`config.mk`:
```
export PLATFORM = sky130hd
export DESIGN_NAME = thread_pool_dispatcher
export DESIGN_NICKNAME = d
export VERILOG_FILES = /design/src/hdl/tpd_pkg.sv /design/src/hdl/thread_pool_dispatcher.sv /design/src/hdl/tpd_ram.sv /design/src/hdl/tpd_front.sv /design/src/hdl/tpd_fifo.sv /design/src/hdl/tpd_back.sv
export VERILOG_INCLUDE_DIRS = /design/src /design/src/hdl
export SDC_FILE = /design/constraint.sdc
export NUM_CORES = 2
export LEC_CHECK = 0
export ABC_CLOCK_PERIOD_IN_PS = 5500
export BUFFER_PORTS_ARGS = -buffer_cell sky130_fd_sc_hd__buf_2
export CORE_ASPECT_RATIO = 1.25
export CORE_MARGIN = 3
export CORE_UTILIZATION = 55
export DETAILED_ROUTE_END_ITERATION = 8
export PLACE_DENSITY_LB_ADDON = 0.05
export SETUP_SLACK_MARGIN = 0.4
export SLEW_MARGIN = 25
export SYNTH_ARGS = -nofsm -noshare
export SYNTH_HDL_FRONTEND = slang
export SYNTH_SLANG_ARGS = --single-unit
```
`constraint.sdc`:
```
create_clock -name clock -period 5.5 [get_ports clock]
set_input_delay 0.825 -clock clock [delete_from_list [all_inputs] [get_ports clock]]
set_output_delay 0.825 -clock clock [all_outputs]
set_load 0.01 [all_outputs]
```
`src/hdl/assert_macros.svh`:
```
// Assertion helpers shared by the RTL.
`ifndef ASSERT_MACROS_SVH
`define ASSERT_MACROS_SVH

// cond must hold at every clock edge outside reset
`define TPD_ASSERT_ALWAYS(name, clk, rst, cond) \
   name: assert property (@(posedge clk) disable iff (rst) (cond)) \
      else $error("%m: check failed");

// ante in a cycle implies cons in the same cycle
`define TPD_ASSERT_SAME(name, clk, rst, ante, cons) \
   name: assert property (@(posedge clk) disable iff (rst) (ante) |-> (cons)) \
      else $error("%m: check failed");

// ante in a cycle implies cons in the next cycle
`define TPD_ASSERT_NEXT(name, clk, rst, ante, cons) \
   name: assert property (@(posedge clk) disable iff (rst) (ante) |=> (cons)) \
      else $error("%m: check failed");

`endif

```
`src/hdl/tpd_pkg.sv`:
```
`default_nettype none
package tpd_pkg;

   localparam int MAX_THREADS_DEF = 64;
   localparam int NUM_CPUS_DEF    = 8;

   localparam int REQ_W      = 2;
   localparam int CPU_W      = 4;   // internal cpu number, holds up to 15
   localparam int TCPU_W     = 4;
   localparam int CCPU_W     = 3;
   localparam int TID_W      = 6;
   localparam int ENTRY_W    = 32;
   localparam int CSR_W      = 4;
   localparam int CSR_IDX_W  = 1;
   localparam int CMDQ_DEPTH = 2;

   typedef enum logic [REQ_W-1:0] {
      REQ_INIT   = 2'd0,
      REQ_CREATE = 2'd1,
      REQ_DIE    = 2'd2,
      REQ_UNUSED = 2'd3
   } req_code_type;

   typedef enum logic [1:0] {
      ST_OK       = 2'd0,
      ST_BAD_CPU  = 2'd1,
      ST_NO_ID    = 2'd2,
      ST_NOT_HEAD = 2'd3
   } status_type;

   typedef enum logic [CSR_IDX_W-1:0] {
      CSR_CPUS_IN_USE = 1'b0,
      CSR_BOOT_CPU    = 1'b1
   } csr_index_type;

   typedef enum logic [2:0] {
      OP_INIT,
      OP_CREATE,
      OP_DIE,
      OP_BAD,
      OP_NOP
   } op_type;

   typedef struct packed {
      op_type              op;
      logic                autosel;
      logic [CPU_W-1:0]    cpu;
      logic [CPU_W-1:0]    n;
      logic [CCPU_W-1:0]   caller_cpu;
      logic [TID_W-1:0]    caller_thread;
      logic [ENTRY_W-1:0]  entry;
   } cmd_type;

   typedef struct packed {
      status_type          status;
      logic [TID_W-1:0]    thread_id;
      logic [CCPU_W-1:0]   chosen_cpu;
      logic                wake_cpu;
      logic                next_valid;
      logic [ENTRY_W-1:0]  next_entry;
      logic                all_done;
   } rsp_type;

   typedef struct packed {
      logic full;
      logic empty;
   } q_stat_type;

endpackage
`default_nettype wire

```
`src/hdl/thread_pool_dispatcher.sv`:
```
// Channel   Handshake               Direction  Carries
// req_*     req_valid / req_ready   in         one request word
// rsp_*     rsp_valid / rsp_ready   out        one result word per request
// csr_*     csr_wr_en               in         register write, no wait, no read-back
//
// From the back taking a word to its result being valid: init, bad cpu and
// unknown code go straight on; die, if the caller heads its queue, reads the
// link RAM and, if a next thread remains, the entry RAM; create skips busy
// slots (all MAX_THREADS if no id is free), after any pick among usable cpus.
// Reset is synchronous and clears control state at once; no clearing pass.
// A two-word command queue sits between front and back, so requests are
// taken, until it is full, while the back works or a result waits for rsp_ready.
`default_nettype none
`include "assert_macros.svh"
module thread_pool_dispatcher #(
   parameter int MAX_THREADS = tpd_pkg::MAX_THREADS_DEF,
   parameter int NUM_CPUS    = tpd_pkg::NUM_CPUS_DEF
) (
   input  wire logic                                clock,
   input  wire logic                                reset,
   input  wire logic                                req_valid,
   output logic                                     req_ready,
   input  wire logic [tpd_pkg::REQ_W-1:0]           req_req_type,
   input  wire logic signed [tpd_pkg::TCPU_W-1:0]   req_target_cpu,
   input  wire logic [tpd_pkg::CCPU_W-1:0]          req_caller_cpu,
   input  wire logic [tpd_pkg::TID_W-1:0]           req_caller_thread,
   input  wire logic [tpd_pkg::ENTRY_W-1:0]         req_entry_address,
   output logic                                     rsp_valid,
   input  wire logic                                rsp_ready,
   output logic [1:0]                               rsp_status,
   output logic [tpd_pkg::TID_W-1:0]                rsp_thread_id,
   output logic [tpd_pkg::CCPU_W-1:0]               rsp_chosen_cpu,
   output logic                                     rsp_wake_cpu,
   output logic                                     rsp_next_valid,
   output logic [tpd_pkg::ENTRY_W-1:0]              rsp_next_entry,
   output logic                                     rsp_all_done,
   input  wire logic                                csr_wr_en,
   input  wire logic [tpd_pkg::CSR_IDX_W-1:0]       csr_index,
   input  wire logic [tpd_pkg::CSR_W-1:0]           csr_wdata
);
   tpd_pkg::q_stat_type  q_stat;
   tpd_pkg::cmd_type     push_cmd;
   tpd_pkg::cmd_type     pop_cmd;
   tpd_pkg::rsp_type     rsp;
   logic                 push;
   logic                 pop;
   logic                 rsp_ok;

   // front: config registers, request decode and cpu range checks
   tpd_front #(.NUM_CPUS(NUM_CPUS)) u_front (
      .clock             (clock),
      .reset             (reset),
      .req_valid         (req_valid),
      .req_ready         (req_ready),
      .req_req_type      (req_req_type),
      .req_target_cpu    (req_target_cpu),
      .req_caller_cpu    (req_caller_cpu),
      .req_caller_thread (req_caller_thread),
      .req_entry_address (req_entry_address),
      .csr_wr_en         (csr_wr_en),
      .csr_index         (csr_index),
      .csr_wdata         (csr_wdata),
      .q_stat            (q_stat),
      .push              (push),
      .cmd               (push_cmd)
   );

   // decoded commands wait here
   tpd_fifo u_fifo (
      .clock    (clock),
      .reset    (reset),
      .push     (push),
      .push_cmd (push_cmd),
      .pop      (pop),
      .pop_cmd  (pop_cmd),
      .q_stat   (q_stat)
   );

   // back: slot table, run queues, id scan, cpu pick, result register
   tpd_back #(.MAX_THREADS(MAX_THREADS), .NUM_CPUS(NUM_CPUS)) u_back (
      .clock     (clock),
      .reset     (reset),
      .q_stat    (q_stat),
      .cmd       (pop_cmd),
      .pop       (pop),
      .rsp_valid (rsp_valid),
      .rsp_ready (rsp_ready),
      .rsp       (rsp)
   );

   assign rsp_status     = rsp.status;
   assign rsp_thread_id  = rsp.thread_id;
   assign rsp_chosen_cpu = rsp.chosen_cpu;
   assign rsp_wake_cpu   = rsp.wake_cpu;
   assign rsp_next_valid = rsp.next_valid;
   assign rsp_next_entry = rsp.next_entry;
   assign rsp_all_done   = rsp.all_done;

   assign rsp_ok = (rsp_status == tpd_pkg::ST_OK);

   // an accepted word is queued in the next cycle
   `TPD_ASSERT_NEXT(a_push_lands, clock, reset, req_valid && req_ready, !q_stat.empty)
   // a new head is only reported by a successful die that left the queue non-empty
   `TPD_ASSERT_SAME(a_next_ok, clock, reset, rsp_valid && rsp_next_valid, rsp_ok && !rsp_all_done)
   // remote start only on a successful create
   `TPD_ASSERT_SAME(a_wake_ok, clock, reset, rsp_valid && rsp_wake_cpu, rsp_ok && !rsp_next_valid)
   // the back never pops an empty queue
   `TPD_ASSERT_ALWAYS(a_pop_nonempty, clock, reset, !(pop && q_stat.empty))
endmodule
`default_nettype wire

```
`src/hdl/tpd_ram.sv`:
```
`default_nettype none
module tpd_ram #(
   parameter int WIDTH = 32,
   parameter int DEPTH = 64
) (
   input  wire logic                     clock,
   input  wire logic                     we,
   input  wire logic [$clog2(DEPTH)-1:0] waddr,
   input  wire logic [WIDTH-1:0]         wdata,
   input  wire logic [$clog2(DEPTH)-1:0] raddr,
   output logic      [WIDTH-1:0]         rdata
);
   logic [WIDTH-1:0] mem_ff [DEPTH];
   logic [WIDTH-1:0] rdata_ff;

   always_ff @(posedge clock) begin
      if (we) begin
         mem_ff[waddr] <= wdata;
      end
      rdata_ff <= mem_ff[raddr];
   end

   assign rdata = rdata_ff;
endmodule
`default_nettype wire

```
`src/hdl/tpd_front.sv`:
```
`default_nettype none
module tpd_front #(
   parameter int NUM_CPUS = tpd_pkg::NUM_CPUS_DEF
) (
   input  wire logic                                clock,
   input  wire logic                                reset,
   input  wire logic                                req_valid,
   output logic                                     req_ready,
   input  wire logic [tpd_pkg::REQ_W-1:0]           req_req_type,
   input  wire logic signed [tpd_pkg::TCPU_W-1:0]   req_target_cpu,
   input  wire logic [tpd_pkg::CCPU_W-1:0]          req_caller_cpu,
   input  wire logic [tpd_pkg::TID_W-1:0]           req_caller_thread,
   input  wire logic [tpd_pkg::ENTRY_W-1:0]         req_entry_address,
   input  wire logic                                csr_wr_en,
   input  wire logic [tpd_pkg::CSR_IDX_W-1:0]       csr_index,
   input  wire logic [tpd_pkg::CSR_W-1:0]           csr_wdata,
   input  wire tpd_pkg::q_stat_type                 q_stat,
   output logic                                     push,
   output tpd_pkg::cmd_type                         cmd
);
   localparam int CW = tpd_pkg::CPU_W;

   logic [CW-1:0]                  cpus_ff, cpus_in;
   logic [tpd_pkg::CCPU_W-1:0]     boot_ff, boot_in;
   logic [CW-1:0]                  n;
   logic [CW-1:0]                  tgt;
   logic [CW-1:0]                  ccpu;
   logic [CW-1:0]                  boot;

   always_comb begin
      cpus_in = cpus_ff;
      boot_in = boot_ff;
      if (csr_wr_en) begin
         case (tpd_pkg::csr_index_type'(csr_index))
            tpd_pkg::CSR_CPUS_IN_USE: cpus_in = csr_wdata;
            tpd_pkg::CSR_BOOT_CPU:    boot_in = csr_wdata[tpd_pkg::CCPU_W-1:0];
            default: ;
         endcase
      end
   end

   always_ff @(posedge clock) begin
      if (reset) begin
         cpus_ff <= CW'(1);
         boot_ff <= '0;
      end else begin
         cpus_ff <= cpus_in;
         boot_ff <= boot_in;
      end
   end

   // usable cpus = min(cpus_in_use, NUM_CPUS)
   assign n    = (32'(cpus_ff) > NUM_CPUS) ? CW'(NUM_CPUS) : cpus_ff;
   assign tgt  = {1'b0, req_target_cpu[tpd_pkg::TCPU_W-2:0]};
   assign ccpu = {1'b0, req_caller_cpu};
   assign boot = {1'b0, boot_ff};

   always_comb begin
      cmd               = '0;
      cmd.n             = n;
      cmd.caller_cpu    = req_caller_cpu;
      cmd.caller_thread = req_caller_thread;
      cmd.entry         = req_entry_address;
      cmd.autosel       = req_target_cpu[tpd_pkg::TCPU_W-1];
      case (tpd_pkg::req_code_type'(req_req_type))
         tpd_pkg::REQ_INIT: begin
            cmd.cpu = boot;
            cmd.op  = (boot >= n) ? tpd_pkg::OP_BAD : tpd_pkg::OP_INIT;
         end
         tpd_pkg::REQ_CREATE: begin
            cmd.cpu = tgt;
            if (n == '0 || (!cmd.autosel && tgt >= n)) begin
               cmd.op = tpd_pkg::OP_BAD;
            end else begin
               cmd.op = tpd_pkg::OP_CREATE;
            end
         end
         tpd_pkg::REQ_DIE: begin
            cmd.cpu = ccpu;
            cmd.op  = (ccpu >= n) ? tpd_pkg::OP_BAD : tpd_pkg::OP_DIE;
         end
         tpd_pkg::REQ_UNUSED: cmd.op = tpd_pkg::OP_NOP;
         default:             cmd.op = tpd_pkg::OP_NOP;
      endcase
   end

   assign req_ready = !q_stat.full;
   assign push      = req_valid && req_ready;
endmodule
`default_nettype wire

```
`src/hdl/tpd_fifo.sv`:
```
`default_nettype none
module tpd_fifo (
   input  wire logic                clock,
   input  wire logic                reset,
   input  wire logic                push,
   input  wire tpd_pkg::cmd_type    push_cmd,
   input  wire logic                pop,
   output tpd_pkg::cmd_type         pop_cmd,
   output tpd_pkg::q_stat_type      q_stat
);
   localparam int DEPTH = tpd_pkg::CMDQ_DEPTH;
   localparam int AW    = $clog2(DEPTH);
   localparam int NW    = $clog2(DEPTH + 1);

   tpd_pkg::cmd_type  entries_ff [DEPTH];
   logic [AW-1:0]     wr_ptr_ff, wr_ptr_in;
   logic [AW-1:0]     rd_ptr_ff, rd_ptr_in;
   logic [NW-1:0]     cnt_ff, cnt_in;

   function automatic logic [AW-1:0] bump(input logic [AW-1:0] p);
      bump = (32'(p) == DEPTH - 1) ? '0 : p + 1'b1;
   endfunction

   always_comb begin
      wr_ptr_in = push ? bump(wr_ptr_ff) : wr_ptr_ff;
      rd_ptr_in = pop ? bump(rd_ptr_ff) : rd_ptr_ff;
      cnt_in    = cnt_ff;
      if (push && !pop) begin
         cnt_in = cnt_ff + 1'b1;
      end else if (pop && !push) begin
         cnt_in = cnt_ff - 1'b1;
      end
   end

   always_ff @(posedge clock) begin
      if (reset) begin
         wr_ptr_ff <= '0;
         rd_ptr_ff <= '0;
         cnt_ff    <= '0;
      end else begin
         wr_ptr_ff <= wr_ptr_in;
         rd_ptr_ff <= rd_ptr_in;
         cnt_ff    <= cnt_in;
      end
   end

   always_ff @(posedge clock) begin
      if (push) begin
         entries_ff[wr_ptr_ff] <= push_cmd;
      end
   end

   assign pop_cmd      = entries_ff[rd_ptr_ff];
   assign q_stat.full  = (32'(cnt_ff) == DEPTH);
   assign q_stat.empty = (cnt_ff == '0);
endmodule
`default_nettype wire

```
`src/hdl/tpd_back.sv`:
```
`default_nettype none
module tpd_back #(
   parameter int MAX_THREADS = tpd_pkg::MAX_THREADS_DEF,
   parameter int NUM_CPUS    = tpd_pkg::NUM_CPUS_DEF
) (
   input  wire logic                 clock,
   input  wire logic                 reset,
   input  wire tpd_pkg::q_stat_type  q_stat,
   input  wire tpd_pkg::cmd_type     cmd,
   output logic                      pop,
   output logic                      rsp_valid,
   input  wire logic                 rsp_ready,
   output tpd_pkg::rsp_type          rsp
);
   localparam int IDW = $clog2(MAX_THREADS);
   localparam int IW1 = IDW + 1;
   localparam int LW  = $clog2(MAX_THREADS + 1);
   localparam int CIW = (NUM_CPUS > 1) ? $clog2(NUM_CPUS) : 1;
   localparam int CW  = tpd_pkg::CPU_W;
   localparam int TW  = tpd_pkg::TID_W;
   localparam int EW  = tpd_pkg::ENTRY_W;

   typedef enum logic [3:0] {
      S_IDLE, S_INIT, S_PICK, S_SCAN, S_LINK, S_LINK2, S_DIE, S_DIE2, S_DIE3, S_EMIT
   } state_type;

   state_type               state_ff, state_in;
   tpd_pkg::cmd_type        cmd_ff, cmd_in;
   logic [MAX_THREADS-1:0]  busy_ff, busy_in;
   logic [IDW-1:0]          head_ff [NUM_CPUS];
   logic [IDW-1:0]          head_in [NUM_CPUS];
   logic [IDW-1:0]          tail_ff [NUM_CPUS];
   logic [IDW-1:0]          tail_in [NUM_CPUS];
   logic [LW-1:0]           count_ff [NUM_CPUS];
   logic [LW-1:0]           count_in [NUM_CPUS];
   logic [NUM_CPUS-1:0]     active_ff, active_in;
   logic [NUM_CPUS-1:0]     up_ff, up_in;
   logic [IDW-1:0]          ptr_ff, ptr_in;
   logic [LW-1:0]           live_ff, live_in;
   logic [CW-1:0]           cpu_ff, cpu_in;
   logic [CW-1:0]           pick_ff, pick_in;
   logic [CW-1:0]           best_ff, best_in;
   logic [LW-1:0]           low_ff, low_in;
   logic [IDW-1:0]          id_ff, id_in;
   logic [IDW-1:0]          scan_ff, scan_in;
   logic [IDW-1:0]          oldtail_ff, oldtail_in;
   tpd_pkg::rsp_type        res_ff, res_in;
   tpd_pkg::rsp_type        rsp_ff, rsp_in;
   logic                    rsp_valid_ff, rsp_valid_in;

   logic                    ent_we;
   logic [IDW-1:0]          ent_waddr, ent_raddr;
   logic [EW-1:0]           ent_wdata, ent_rdata;
   logic                    nxt_we;
   logic [IDW-1:0]          nxt_waddr, nxt_raddr;
   logic [IDW-1:0]          nxt_wdata, nxt_rdata;

   logic [CIW-1:0]          ci;
   logic [CIW-1:0]          pi;
   logic                    take;
   logic [CW-1:0]           cand;
   logic [LW-1:0]           cnt_left;
   logic [LW-1:0]           live_after;

   function automatic logic [IDW-1:0] wrap_id(input logic [IDW-1:0] id);
      logic [IW1-1:0] nx;
      nx = {1'b0, id} + 1'b1;
      if (nx >= IW1'(MAX_THREADS)) begin
         wrap_id = '0;
      end else begin
         wrap_id = nx[IDW-1:0];
      end
   endfunction

   tpd_ram #(.WIDTH(EW), .DEPTH(MAX_THREADS)) u_entry_ram (
      .clock (clock),
      .we    (ent_we),
      .waddr (ent_waddr),
      .wdata (ent_wdata),
      .raddr (ent_raddr),
      .rdata (ent_rdata)
   );

   tpd_ram #(.WIDTH(IDW), .DEPTH(MAX_THREADS)) u_next_ram (
      .clock (clock),
      .we    (nxt_we),
      .waddr (nxt_waddr),
      .wdata (nxt_wdata),
      .raddr (nxt_raddr),
      .rdata (nxt_rdata)
   );

   assign ci = CIW'(cpu_ff);
   assign pi = CIW'(pick_ff);

   always_comb begin
      state_in     = state_ff;
      cmd_in       = cmd_ff;
      busy_in      = busy_ff;
      head_in      = head_ff;
      tail_in      = tail_ff;
      count_in     = count_ff;
      active_in    = active_ff;
      up_in        = up_ff;
      ptr_in       = ptr_ff;
      live_in      = live_ff;
      cpu_in       = cpu_ff;
      pick_in      = pick_ff;
      best_in      = best_ff;
      low_in       = low_ff;
      id_in        = id_ff;
      scan_in      = scan_ff;
      oldtail_in   = oldtail_ff;
      res_in       = res_ff;
      rsp_in       = rsp_ff;
      rsp_valid_in = rsp_valid_ff && !rsp_ready;
      pop          = 1'b0;
      ent_we       = 1'b0;
      ent_waddr    = id_ff;
      ent_wdata    = cmd_ff.entry;
      ent_raddr    = '0;
      nxt_we       = 1'b0;
      nxt_waddr    = id_ff;
      nxt_wdata    = '0;
      nxt_raddr    = '0;
      take         = 1'b0;
      cand         = best_ff;
      cnt_left     = count_ff[ci] - 1'b1;
      live_after   = live_ff;

      case (state_ff)
         S_IDLE: begin
            if (!q_stat.empty) begin
               pop     = 1'b1;
               cmd_in  = cmd;
               res_in  = '0;
               cpu_in  = cmd.cpu;
               id_in   = ptr_ff;
               scan_in = '0;
               pick_in = '0;
               case (cmd.op)
                  tpd_pkg::OP_INIT:   state_in = S_INIT;
                  tpd_pkg::OP_CREATE: state_in = cmd.autosel ? S_PICK : S_SCAN;
                  tpd_pkg::OP_DIE:    state_in = S_DIE;
                  tpd_pkg::OP_BAD: begin
                     res_in.status = tpd_pkg::ST_BAD_CPU;
                     state_in      = S_EMIT;
                  end
                  default: state_in = S_EMIT;
               endcase
            end
         end

         S_INIT: begin
            busy_in    = '0;
            busy_in[0] = 1'b1;
            active_in  = '0;
            up_in      = '0;
            for (int c = 0; c < NUM_CPUS; c++) begin
               head_in[c]  = '0;
               tail_in[c]  = '0;
               count_in[c] = '0;
            end
            active_in[ci] = 1'b1;
            up_in[ci]     = 1'b1;
            count_in[ci]  = LW'(1);
            ptr_in        = wrap_id('0);
            live_in       = LW'(1);
            ent_we        = 1'b1;
            ent_waddr     = '0;
            ent_wdata     = '0;
            nxt_we        = 1'b1;
            nxt_waddr     = '0;
            nxt_wdata     = '0;
            res_in.chosen_cpu = cpu_ff[tpd_pkg::CCPU_W-1:0];
            state_in      = S_EMIT;
         end

         // one cpu a cycle: first inactive wins, else shortest queue, last on tie
         S_PICK: begin
            if (!active_ff[pi]) begin
               cpu_in   = pick_ff;
               state_in = S_SCAN;
            end else begin
               take = (pick_ff == '0) || (count_ff[pi] <= low_ff);
               if (take) begin
                  best_in = pick_ff;
                  low_in  = count_ff[pi];
                  cand    = pick_ff;
               end
               if (pick_ff == cmd_ff.n - CW'(1)) begin
                  cpu_in   = cand;
                  state_in = S_SCAN;
               end else begin
                  pick_in = pick_ff + 1'b1;
               end
            end
         end

         // one slot a cycle from the rotating pointer
         S_SCAN: begin
            if (!busy_ff[id_ff]) begin
               state_in = S_LINK;
            end else if (scan_ff == IDW'(MAX_THREADS - 1)) begin
               res_in.status = tpd_pkg::ST_NO_ID;
               state_in      = S_EMIT;
            end else begin
               id_in   = wrap_id(id_ff);
               scan_in = scan_ff + 1'b1;
            end
         end

         S_LINK: begin
            ent_we         = 1'b1;
            nxt_we         = 1'b1;
            busy_in[id_ff] = 1'b1;
            ptr_in         = wrap_id(id_ff);
            live_in        = live_ff + 1'b1;
            if (count_ff[ci] == '0) begin
               head_in[ci] = id_ff;
            end
            oldtail_in    = tail_ff[ci];
            tail_in[ci]   = id_ff;
            count_in[ci]  = count_ff[ci] + 1'b1;
            active_in[ci] = 1'b1;
            if (cpu_ff != {1'b0, cmd_ff.caller_cpu} && !up_ff[ci]) begin
               res_in.wake_cpu = 1'b1;
               up_in[ci]       = 1'b1;
            end
            res_in.thread_id  = TW'(id_ff);
            res_in.chosen_cpu = cpu_ff[tpd_pkg::CCPU_W-1:0];
            state_in = (count_ff[ci] == '0) ? S_EMIT : S_LINK2;
         end

         S_LINK2: begin
            nxt_we    = 1'b1;
            nxt_waddr = oldtail_ff;
            nxt_wdata = id_ff;
            state_in  = S_EMIT;
         end

         S_DIE: begin
            if (count_ff[ci] == '0 ||
                32'(head_ff[ci]) != 32'(cmd_ff.caller_thread)) begin
               res_in.status = tpd_pkg::ST_NOT_HEAD;
               state_in      = S_EMIT;
            end else begin
               id_in     = head_ff[ci];
               nxt_raddr = head_ff[ci];
               state_in  = S_DIE2;
            end
         end

         S_DIE2: begin
            count_in[ci] = cnt_left;
            if (busy_ff[id_ff]) begin
               busy_in[id_ff] = 1'b0;
               if (live_ff != '0) begin
                  live_after = live_ff - 1'b1;
               end
            end
            live_in = live_after;
            if (cnt_left != '0) begin
               head_in[ci]       = nxt_rdata;
               ent_raddr         = nxt_rdata;
               res_in.next_valid = 1'b1;
               res_in.thread_id  = TW'(nxt_rdata);
               state_in          = S_DIE3;
            end else begin
               tail_in[ci]     = head_ff[ci];
               res_in.all_done = (live_after == '0);
               state_in        = S_EMIT;
            end
         end

         S_DIE3: begin
            res_in.next_entry = ent_rdata;
            state_in          = S_EMIT;
         end

         S_EMIT: begin
            if (!rsp_valid_ff || rsp_ready) begin
               rsp_in       = res_ff;
               rsp_valid_in = 1'b1;
               state_in     = S_IDLE;
            end
         end

         default: state_in = S_IDLE;
      endcase
   end

   always_ff @(posedge clock) begin
      if (reset) begin
         state_ff     <= S_IDLE;
         busy_ff      <= '0;
         active_ff    <= '0;
         up_ff        <= '0;
         ptr_ff       <= '0;
         live_ff      <= '0;
         rsp_valid_ff <= 1'b0;
         for (int c = 0; c < NUM_CPUS; c++) begin
            head_ff[c]  <= '0;
            tail_ff[c]  <= '0;
            count_ff[c] <= '0;
         end
      end else begin
         state_ff     <= state_in;
         busy_ff      <= busy_in;
         head_ff      <= head_in;
         tail_ff      <= tail_in;
         count_ff     <= count_in;
         active_ff    <= active_in;
         up_ff        <= up_in;
         ptr_ff       <= ptr_in;
         live_ff      <= live_in;
         rsp_valid_ff <= rsp_valid_in;
         cmd_ff       <= cmd_in;
         cpu_ff       <= cpu_in;
         pick_ff      <= pick_in;
         best_ff      <= best_in;
         low_ff       <= low_in;
         id_ff        <= id_in;
         scan_ff      <= scan_in;
         oldtail_ff   <= oldtail_in;
         res_ff       <= res_in;
         rsp_ff       <= rsp_in;
      end
   end

   assign rsp_valid = rsp_valid_ff;
   assign rsp       = rsp_ff;
endmodule
`default_nettype wire
```
# After elaboration in Yosys (flattened, before gate mapping)
# Memory sizes are Yosys's and may differ from the RTL's. A register that Yosys moved wholly into a read port is not among the register bits.
# Index checks and enable logic that the tools add are counted.
[word_totals]
wordCells = 330
in_bits = 57
ram_bits = 2536
reg_bits = 435
mem_count = 3
out_inout_bits = 48
[mem_list]
columns = ["memory", "words", "word_bits", "rd", "rd_clocked_by_memory_dff", "write_ports", "line", "rtl"]
rows = [
  ["u_back.u_entry_ram.mem_ff", 64, 32, 1, 1, 1, "tpd_ram.sv:13", "logic [WIDTH-1:0] mem_ff [DEPTH];"],
  ["u_back.u_next_ram.mem_ff", 64, 6, 1, 1, 1, "tpd_ram.sv:13", ""],
  ["u_fifo.entries_ff", 2, 52, 1, 1, 1, "tpd_fifo.sv:15", "tpd_pkg::cmd_type entries_ff [DEPTH];"],
]
[op_classes]
eq_ne = 36
add_sub_neg = 12
n_reduce_logical = 67
order_cmp = 14
bitwise_logic = 10
mux = 127
[ops]
columns = ["cell", "count"]
rows = [
  ["48-bit one-hot mux with 3 select lines", 2],
  ["48-bit bitwise mux", 4],
  ["64-bit one-hot mux with 3 select lines", 1],
  ["56-bit one-hot mux with 3 select lines", 1],
  ["48-bit 2-to-1 mux", 3],
  ["6-bit 2-to-1 mux", 20],
  ["56-bit bitwise mux", 2],
  ["64-bit AND", 1],
  ["4-bit 2-to-1 mux", 16],
  ["64-bit 2-to-1 mux", 1],
  ["64-bit NOT", 1],
  ["64-bit OR", 1],
  ["32-bit one-hot mux with 2 select lines", 1],
  ["7-bit 2-to-1 mux", 8],
  ["46-bit 2-to-1 mux", 1],
  ["7-bit binary-select mux with 3-bit select", 2],
  ["6-bit binary-select mux with 3-bit select", 2],
  ["6-bit one-hot mux with 2 select lines", 3],
  ["6-bit one-hot mux with 3 select lines", 2],
  ["32-bit 2-to-1 mux", 1],
  ["4-bit one-hot mux with 8 select lines", 1],
  ["8-bit one-hot mux with 2 select lines", 2],
  ["1-bit 2-to-1 mux", 28],
  ["4-bit AND reduction", 7],
  ["other kinds (70)", 155],
]

# Logic depth before layout (Yosys ltp)
[logic_depth]
word_depth = 10
ltp_mapped = 21
depth_no_buf = 15

# Cells and area by module
# Synthesis repeated with hierarchy kept, for this count alone.
[unflattened]
cells_unflattened = 6487
area_unflattened_um2 = 119258.1
[by_module_without_submodules]
columns = ["module", "area_each_um2", "cells_per_inst", "seq_area_each_um2", "n_inst"]
rows = [
  ["tpd_ram at u_back.u_entry_ram", 79039.6, 3511, 62139.6, 1],
  ["tpd_back", 20004.2, 1943, 10229.8, 1],
  ["tpd_ram at u_back.u_next_ram", 15225.9, 720, 11651.2, 1],
  ["tpd_fifo", 4048.9, 187, 3283.1, 1],
  ["tpd_front", 939.7, 126, 140.1, 1],
]

# Worst setup path before layout
# OpenSTA, ideal clock, no wires.
[synth_path]
path_kind = "input-to-reg"
from = "input port reset"
to = "register u_back.rsp_ff (netlist bit u_back.rsp[0]), enable pin"
n_path_buf = 2
stages = 3
path_slack_ps = 336
t_required_ps = 4984
t_arrival_ps = 4648
cell_sequence = "clkbuf_1 -> clkbuf_1 -> nor3b_1"
[synth_between]
elab_chain_len = 2
[synth_rtl]
columns = ["item", "line", "rtl"]
rows = [
  ["start: declaration", "thread_pool_dispatcher.sv:20", "input wire logic reset,"],
  ["1-bit NOT (no line)", "-", ""],
  ["3-bit AND reduction (no line)", "-", ""],
  ["end signal: assignment", "tpd_back.sv:327", "rsp_ff <= rsp_in;"],
  ["end: declaration", "tpd_back.sv:48", "tpd_pkg::rsp_type rsp_ff, rsp_in;"],
]
# Every way passes these cells.
# A chain may end at the register's enable or synchronous reset.

# Worst setup path in the final report
[layout_path]
from = "register u_back.cpu_ff[0]"
to = "register u_back.u_entry_ram.rdata_ff[8], in the netlist u_back.u_entry_ram.rdata[8] (read register of u_back.u_entry_ram.mem_ff)"
[layout_between]
elab_chain_len = 8
[layout_rtl]
columns = ["item", "line", "rtl"]
rows = [
  ["start: declaration", "tpd_back.sv:40", "logic [CW-1:0] cpu_ff, cpu_in;"],
  ["start signal: assignment", "tpd_back.sv:319", "cpu_ff <= cpu_in;"],
  ["3-bit NOT with 4-bit output (not written as such)", "tpd_back.sv:128", "cnt_left = count_ff[ci] - 1'b1;"],
  ["7-bit binary-select mux with 3-bit select", "tpd_back.sv:128", ""],
  ["7-bit 2-to-1 mux (not written as such) (2 in series)", "tpd_back.sv:128", ""],
  ["7-bit by 1-bit subtractor with 7-bit output", "tpd_back.sv:128", ""],
  ["7-bit nonzero test", "tpd_back.sv:263", "if (cnt_left != '0) begin"],
  ["6-bit 2-to-1 mux", "tpd_back.sv:263", ""],
  ["6-bit 2-to-1 mux", "tpd_back.sv:131", "case (state_ff)"],
  ["end: declaration", "tpd_ram.sv:14", "logic [WIDTH-1:0] rdata_ff;"],
]
# Every way passes these cells. The select of a mux whose other input is x is not followed.

==> impl_metrics.env <==
export IMPL_drtIter0Drc=10152
export IMPL_synth_yosys_seq_area_share=0.727
export IMPL_drt_vias_per_instance=6.46
export IMPL_synth_nets=8847
export IMPL_cp_start_kind="flop"
export IMPL_ir_worst_vdd_mv=0.304
export IMPL_dp_cells=11571
export IMPL_crit_chain="buf_12 -> mux4_2 -> mux2i_2 -> nand4b_1 -> o21ba_2 -> o32ai_4 -> buf_4 -> a21oi_4 -> buf_4 -> a2bb2oi_1 -> o211ai_1 -> a21oi_2 -> o21ai_0 -> buf_4 -> o221ai_1"
export IMPL_die_height_um=529
export IMPL_core_um2=217000
export IMPL_dpl_hpwl_mm=232
export IMPL_yosysTopAreaCellShare=0.677
export IMPL_synthXorXnorAreaFrac=0.00284
export IMPL_rrSetupSlack_ps=500
export IMPL_outcome="finished clean"
export IMPL_clock_sinks=3010
export IMPL_initial_core_util=0.554
export IMPL_cts_max_path_buffers=4
export IMPL_place_worst_setup_slack_ps=-4.27
export IMPL_ys_seq_elements=3010
export IMPL_grt_max_degree=119
export IMPL_yosysMostFrequentCell="edfxtp_1"
export IMPL_final_antenna_net_count=0
export IMPL_crit_buf_inv=4
export IMPL_cp_end_kind="flop"
export IMPL_hold_viol=0
export IMPL_reg2reg_from="u_back.cpu_ff[0]"
export IMPL_critPathMaxFanout=42
export IMPL_io_pins=105
export IMPL_hold_path_depth=1
export IMPL_rr_endpoint="u_back.u_entry_ram.rdata[8]"
export IMPL_port_buffers=104
export IMPL_max_freq_ghz=0.200
export IMPL_synth_simple_area_share=0.0990
export IMPL_synth_cell_types=92
export IMPL_crit_top_cell="buf_4"
export IMPL_synthTopCellsByArea="edfxtp_1, dfxtp_1, nand2_1"
export IMPL_grt_antenna_before_repair=29
export IMPL_cts_hold_buf=0
export IMPL_yosys_mux_area_fraction=0.0532
export IMPL_dr_pass1_iters=6
export IMPL_tritoncts="built"
export IMPL_reg2regPathDepth=15
export IMPL_clkTransAtPathRegs_ps=60
export IMPL_cts_buffers=301
export IMPL_drive_gt1_frac=0.136
export IMPL_synth_top_family_by_area="simple AND/OR/NAND/NOR gates"
export IMPL_worstPathArrival_ps=5780
export IMPL_cts_root_buf="clkbuf_16"
export IMPL_worstHoldStart="req_caller_thread[4]"
export IMPL_routed_wl_mm=375
export IMPL_async_reset_ff_frac=0
export IMPL_ff_latch_area_um2=87400
export IMPL_fin_nets=9077
export IMPL_synth_area_um2=120000
export IMPL_synth_compound_area_share=0.0933
export IMPL_synth_adder_area_share=0.00302
export IMPL_grt_pass1_wl_mm=535
export IMPL_fp_row_count=191
export IMPL_fin_crit_sh=0.909
export IMPL_slowest_stage="a21oi_4"
export IMPL_clk_latency_ps=880
export IMPL_synth_top_flop_cell="edfxtp_1"
export IMPL_grt_setup_unrepaired="yes"
export IMPL_crit_path_max_incr_delay_ps=580
export IMPL_crit_required_ps=6280
export IMPL_yosys_area_top_type="edfxtp_1"
export IMPL_yosys_top_cells_count="edfxtp_1, nand2_1, nor2_1"
export IMPL_yosysWarnings=0
export IMPL_nFillCells=16438
export IMPL_dr_total_vias=78459
export IMPL_crit_type="flop to flop"
export IMPL_fin_crit_ps=5000
export IMPL_crit_family="compound AO/OA/AOI/OAI gates"
export IMPL_setup_viol=0
export IMPL_htree_levels=5
export IMPL_grt_pass1_vias=75851
export IMPL_place_gp_congestion=0.914
export IMPL_worst_pin_slew_ps=1130
export IMPL_syn_to_final_growth_pct=13.2
export IMPL_drv_slew=0
export IMPL_drc=0
export IMPL_fin_ws_ps=501
export IMPL_fin_worst_skew_ps=35.8
export IMPL_min_path_type="input port to flop"
export IMPL_maxSlewHeadroom=0.238
export IMPL_hold_path_end="u_fifo.entries_ff[0][36]"
export IMPL_multi_input_area_um2=31300
export IMPL_wl_per_cell_um=30.9
export IMPL_syn_inst=8761
export IMPL_grt_overflow_total=0
export IMPL_grt_use_total=0.328
export IMPL_cap_violations=0
export IMPL_p_per_area_nw_per_um2=407
export IMPL_stdcell_count=12141
export IMPL_synth_area_per_cell_um2=13.7
export IMPL_p_leak_nw=45.4
export IMPL_die_area_um2=224000
export IMPL_synth_edf_count=2710
export IMPL_die_x_um=424
## placed cells by master, fill, tap and decap left out, drive strengths merged, types with 51 or more instances in the layout
cell type and count:
a211oi 74, a21oi 351, a22oi 121, a31oi 147, a32oi 76, and2 93
buf 488, clkbuf 403, clkinv 104, dfxtp 300, edfxtp 2710, inv 51
mux2 71, mux2i 471, nand2 1320, nand3 326, nor2 707, nor3 156
o211ai 62, o21ai 349, o221ai 80, o22ai 192
## repair_timing
action	in CTS	in global routing
pin swaps	0	5
gates resized for setup	18	35
cloned	0	2
endpoints found under the setup margin	16	54
setup buffers	0	7
## where the power goes
| part | internal [mW] | leakage [nW] | total, mW | switching (mW) |
|---|---|---|---|---|
| logic | 1.56 | 14.3 | 7.33 | 5.77 |
| registers | 27.4 | 26.4 | 27.8 | 0.472 |
| clock network | 11.6 | 4.67 | 20.2 | 8.62 |
| total | 40.5 | 45.4 | 55.4 | 14.9 |
## metrics by stage
| stage | total power [mW] | area [um2] | setup TNS [ps] | hold WS, ps | util |
|---|---|---|---|---|---|
| after CTS | 55.4 | 136000 | 0 | 80.5 | 0.625 |
| after global routing | 56.9 | 136000 | 0 | 112 | 0.627 |
| after global placement | 35.3 | 126000 | 0 | 401 | 0.580 |
| after detailed placement | 35.5 | 126000 | -4.27 | 405 | 0.581 |
| after floorplan | 31.8 | 120000 | 0 | 400 | - |
| final | 55.4 | 136000 | 0 | 142 | 0.627 |
## area by class of cell
class	instances	area share
Tap cell	2895	0.0266
Sequential cell	3010	0.643
Clock inverter	138	0.00920
Antenna cell	20	0.000368
Multi-Input combinational cell	5141	0.230
Timing Repair Buffer	491	0.0290
Inverter	46	0.00127
Clock buffer	400	0.0611
## worst max path at each step
| stage | end | cells after the start | slack, ps | from |
|---|---|---|---|---|
| 4_1_cts | u_back.u_entry_ram.rdata[14] | 14 | 280 | u_back.cpu_ff[0] |
| 5_1_grt | u_back.u_entry_ram.rdata[14] | 15 | 400 | u_back.cpu_ff[0] |
| 3_5_place_dp | u_back.u_entry_ram.rdata[14] | 14 | -4 | u_back.cpu_ff[0] |
| 2_1_floorplan | u_back.u_entry_ram.mem_ff[39][0] | 7 | 870 | u_back.id_ff[1] |
| 6_report | u_back.u_entry_ram.rdata[8] | 15 | 500 | u_back.cpu_ff[0] |
| 3_3_place_gp | u_back.u_entry_ram.rdata[6] | 15 | 30 | u_back.cpu_ff[0] |
## flip-flops by register name, indices dropped and copies added (netlist names), 32 cells and up, named ones only
register / count
u_back.busy_ff: 64
u_back.count_ff: 56
u_fifo.entries_ff: 104
u_back.u_next_ram.mem_ff: 384
u_back.res_ff: 46
u_back.cmd_ff: 45
u_back.head_ff: 48
u_back.rsp: 46
u_back.u_entry_ram.rdata: 32
u_back.tail_ff: 48
u_back.u_entry_ram.mem_ff: 2048
## worst reg2reg max path, delay by kind of cell (launching register included)
family	cells	cell delay, ps
AND/OR/NAND/NOR	1	330
AO/OA/AOI/OAI	8	2190
flip-flops	1	400
multiplexers	2	880
buffers and inverters	4	1120
## routing by layer
layer  routed length [um]  track usage  part of all wire  vias up
met5                   74            0           0.00020        -
met4                20300        0.165             0.054       12
met3                34100       0.0552             0.091      797
met2               178000        0.528              0.48     4060
met1               143000        0.434              0.38    39824
li1                     -            -                 -    33766
## kinds of logic after synthesis
family / after synthesis
flip-flops: 3010
AND/OR/NAND/NOR: 2791
AO/OA/AOI/OAI: 1701
buffers and inverters: 611
multiplexers: 580
XOR/XNOR: 39
adder cells (fa/ha/maj): 29
Power figures use the tool's default switching activity.
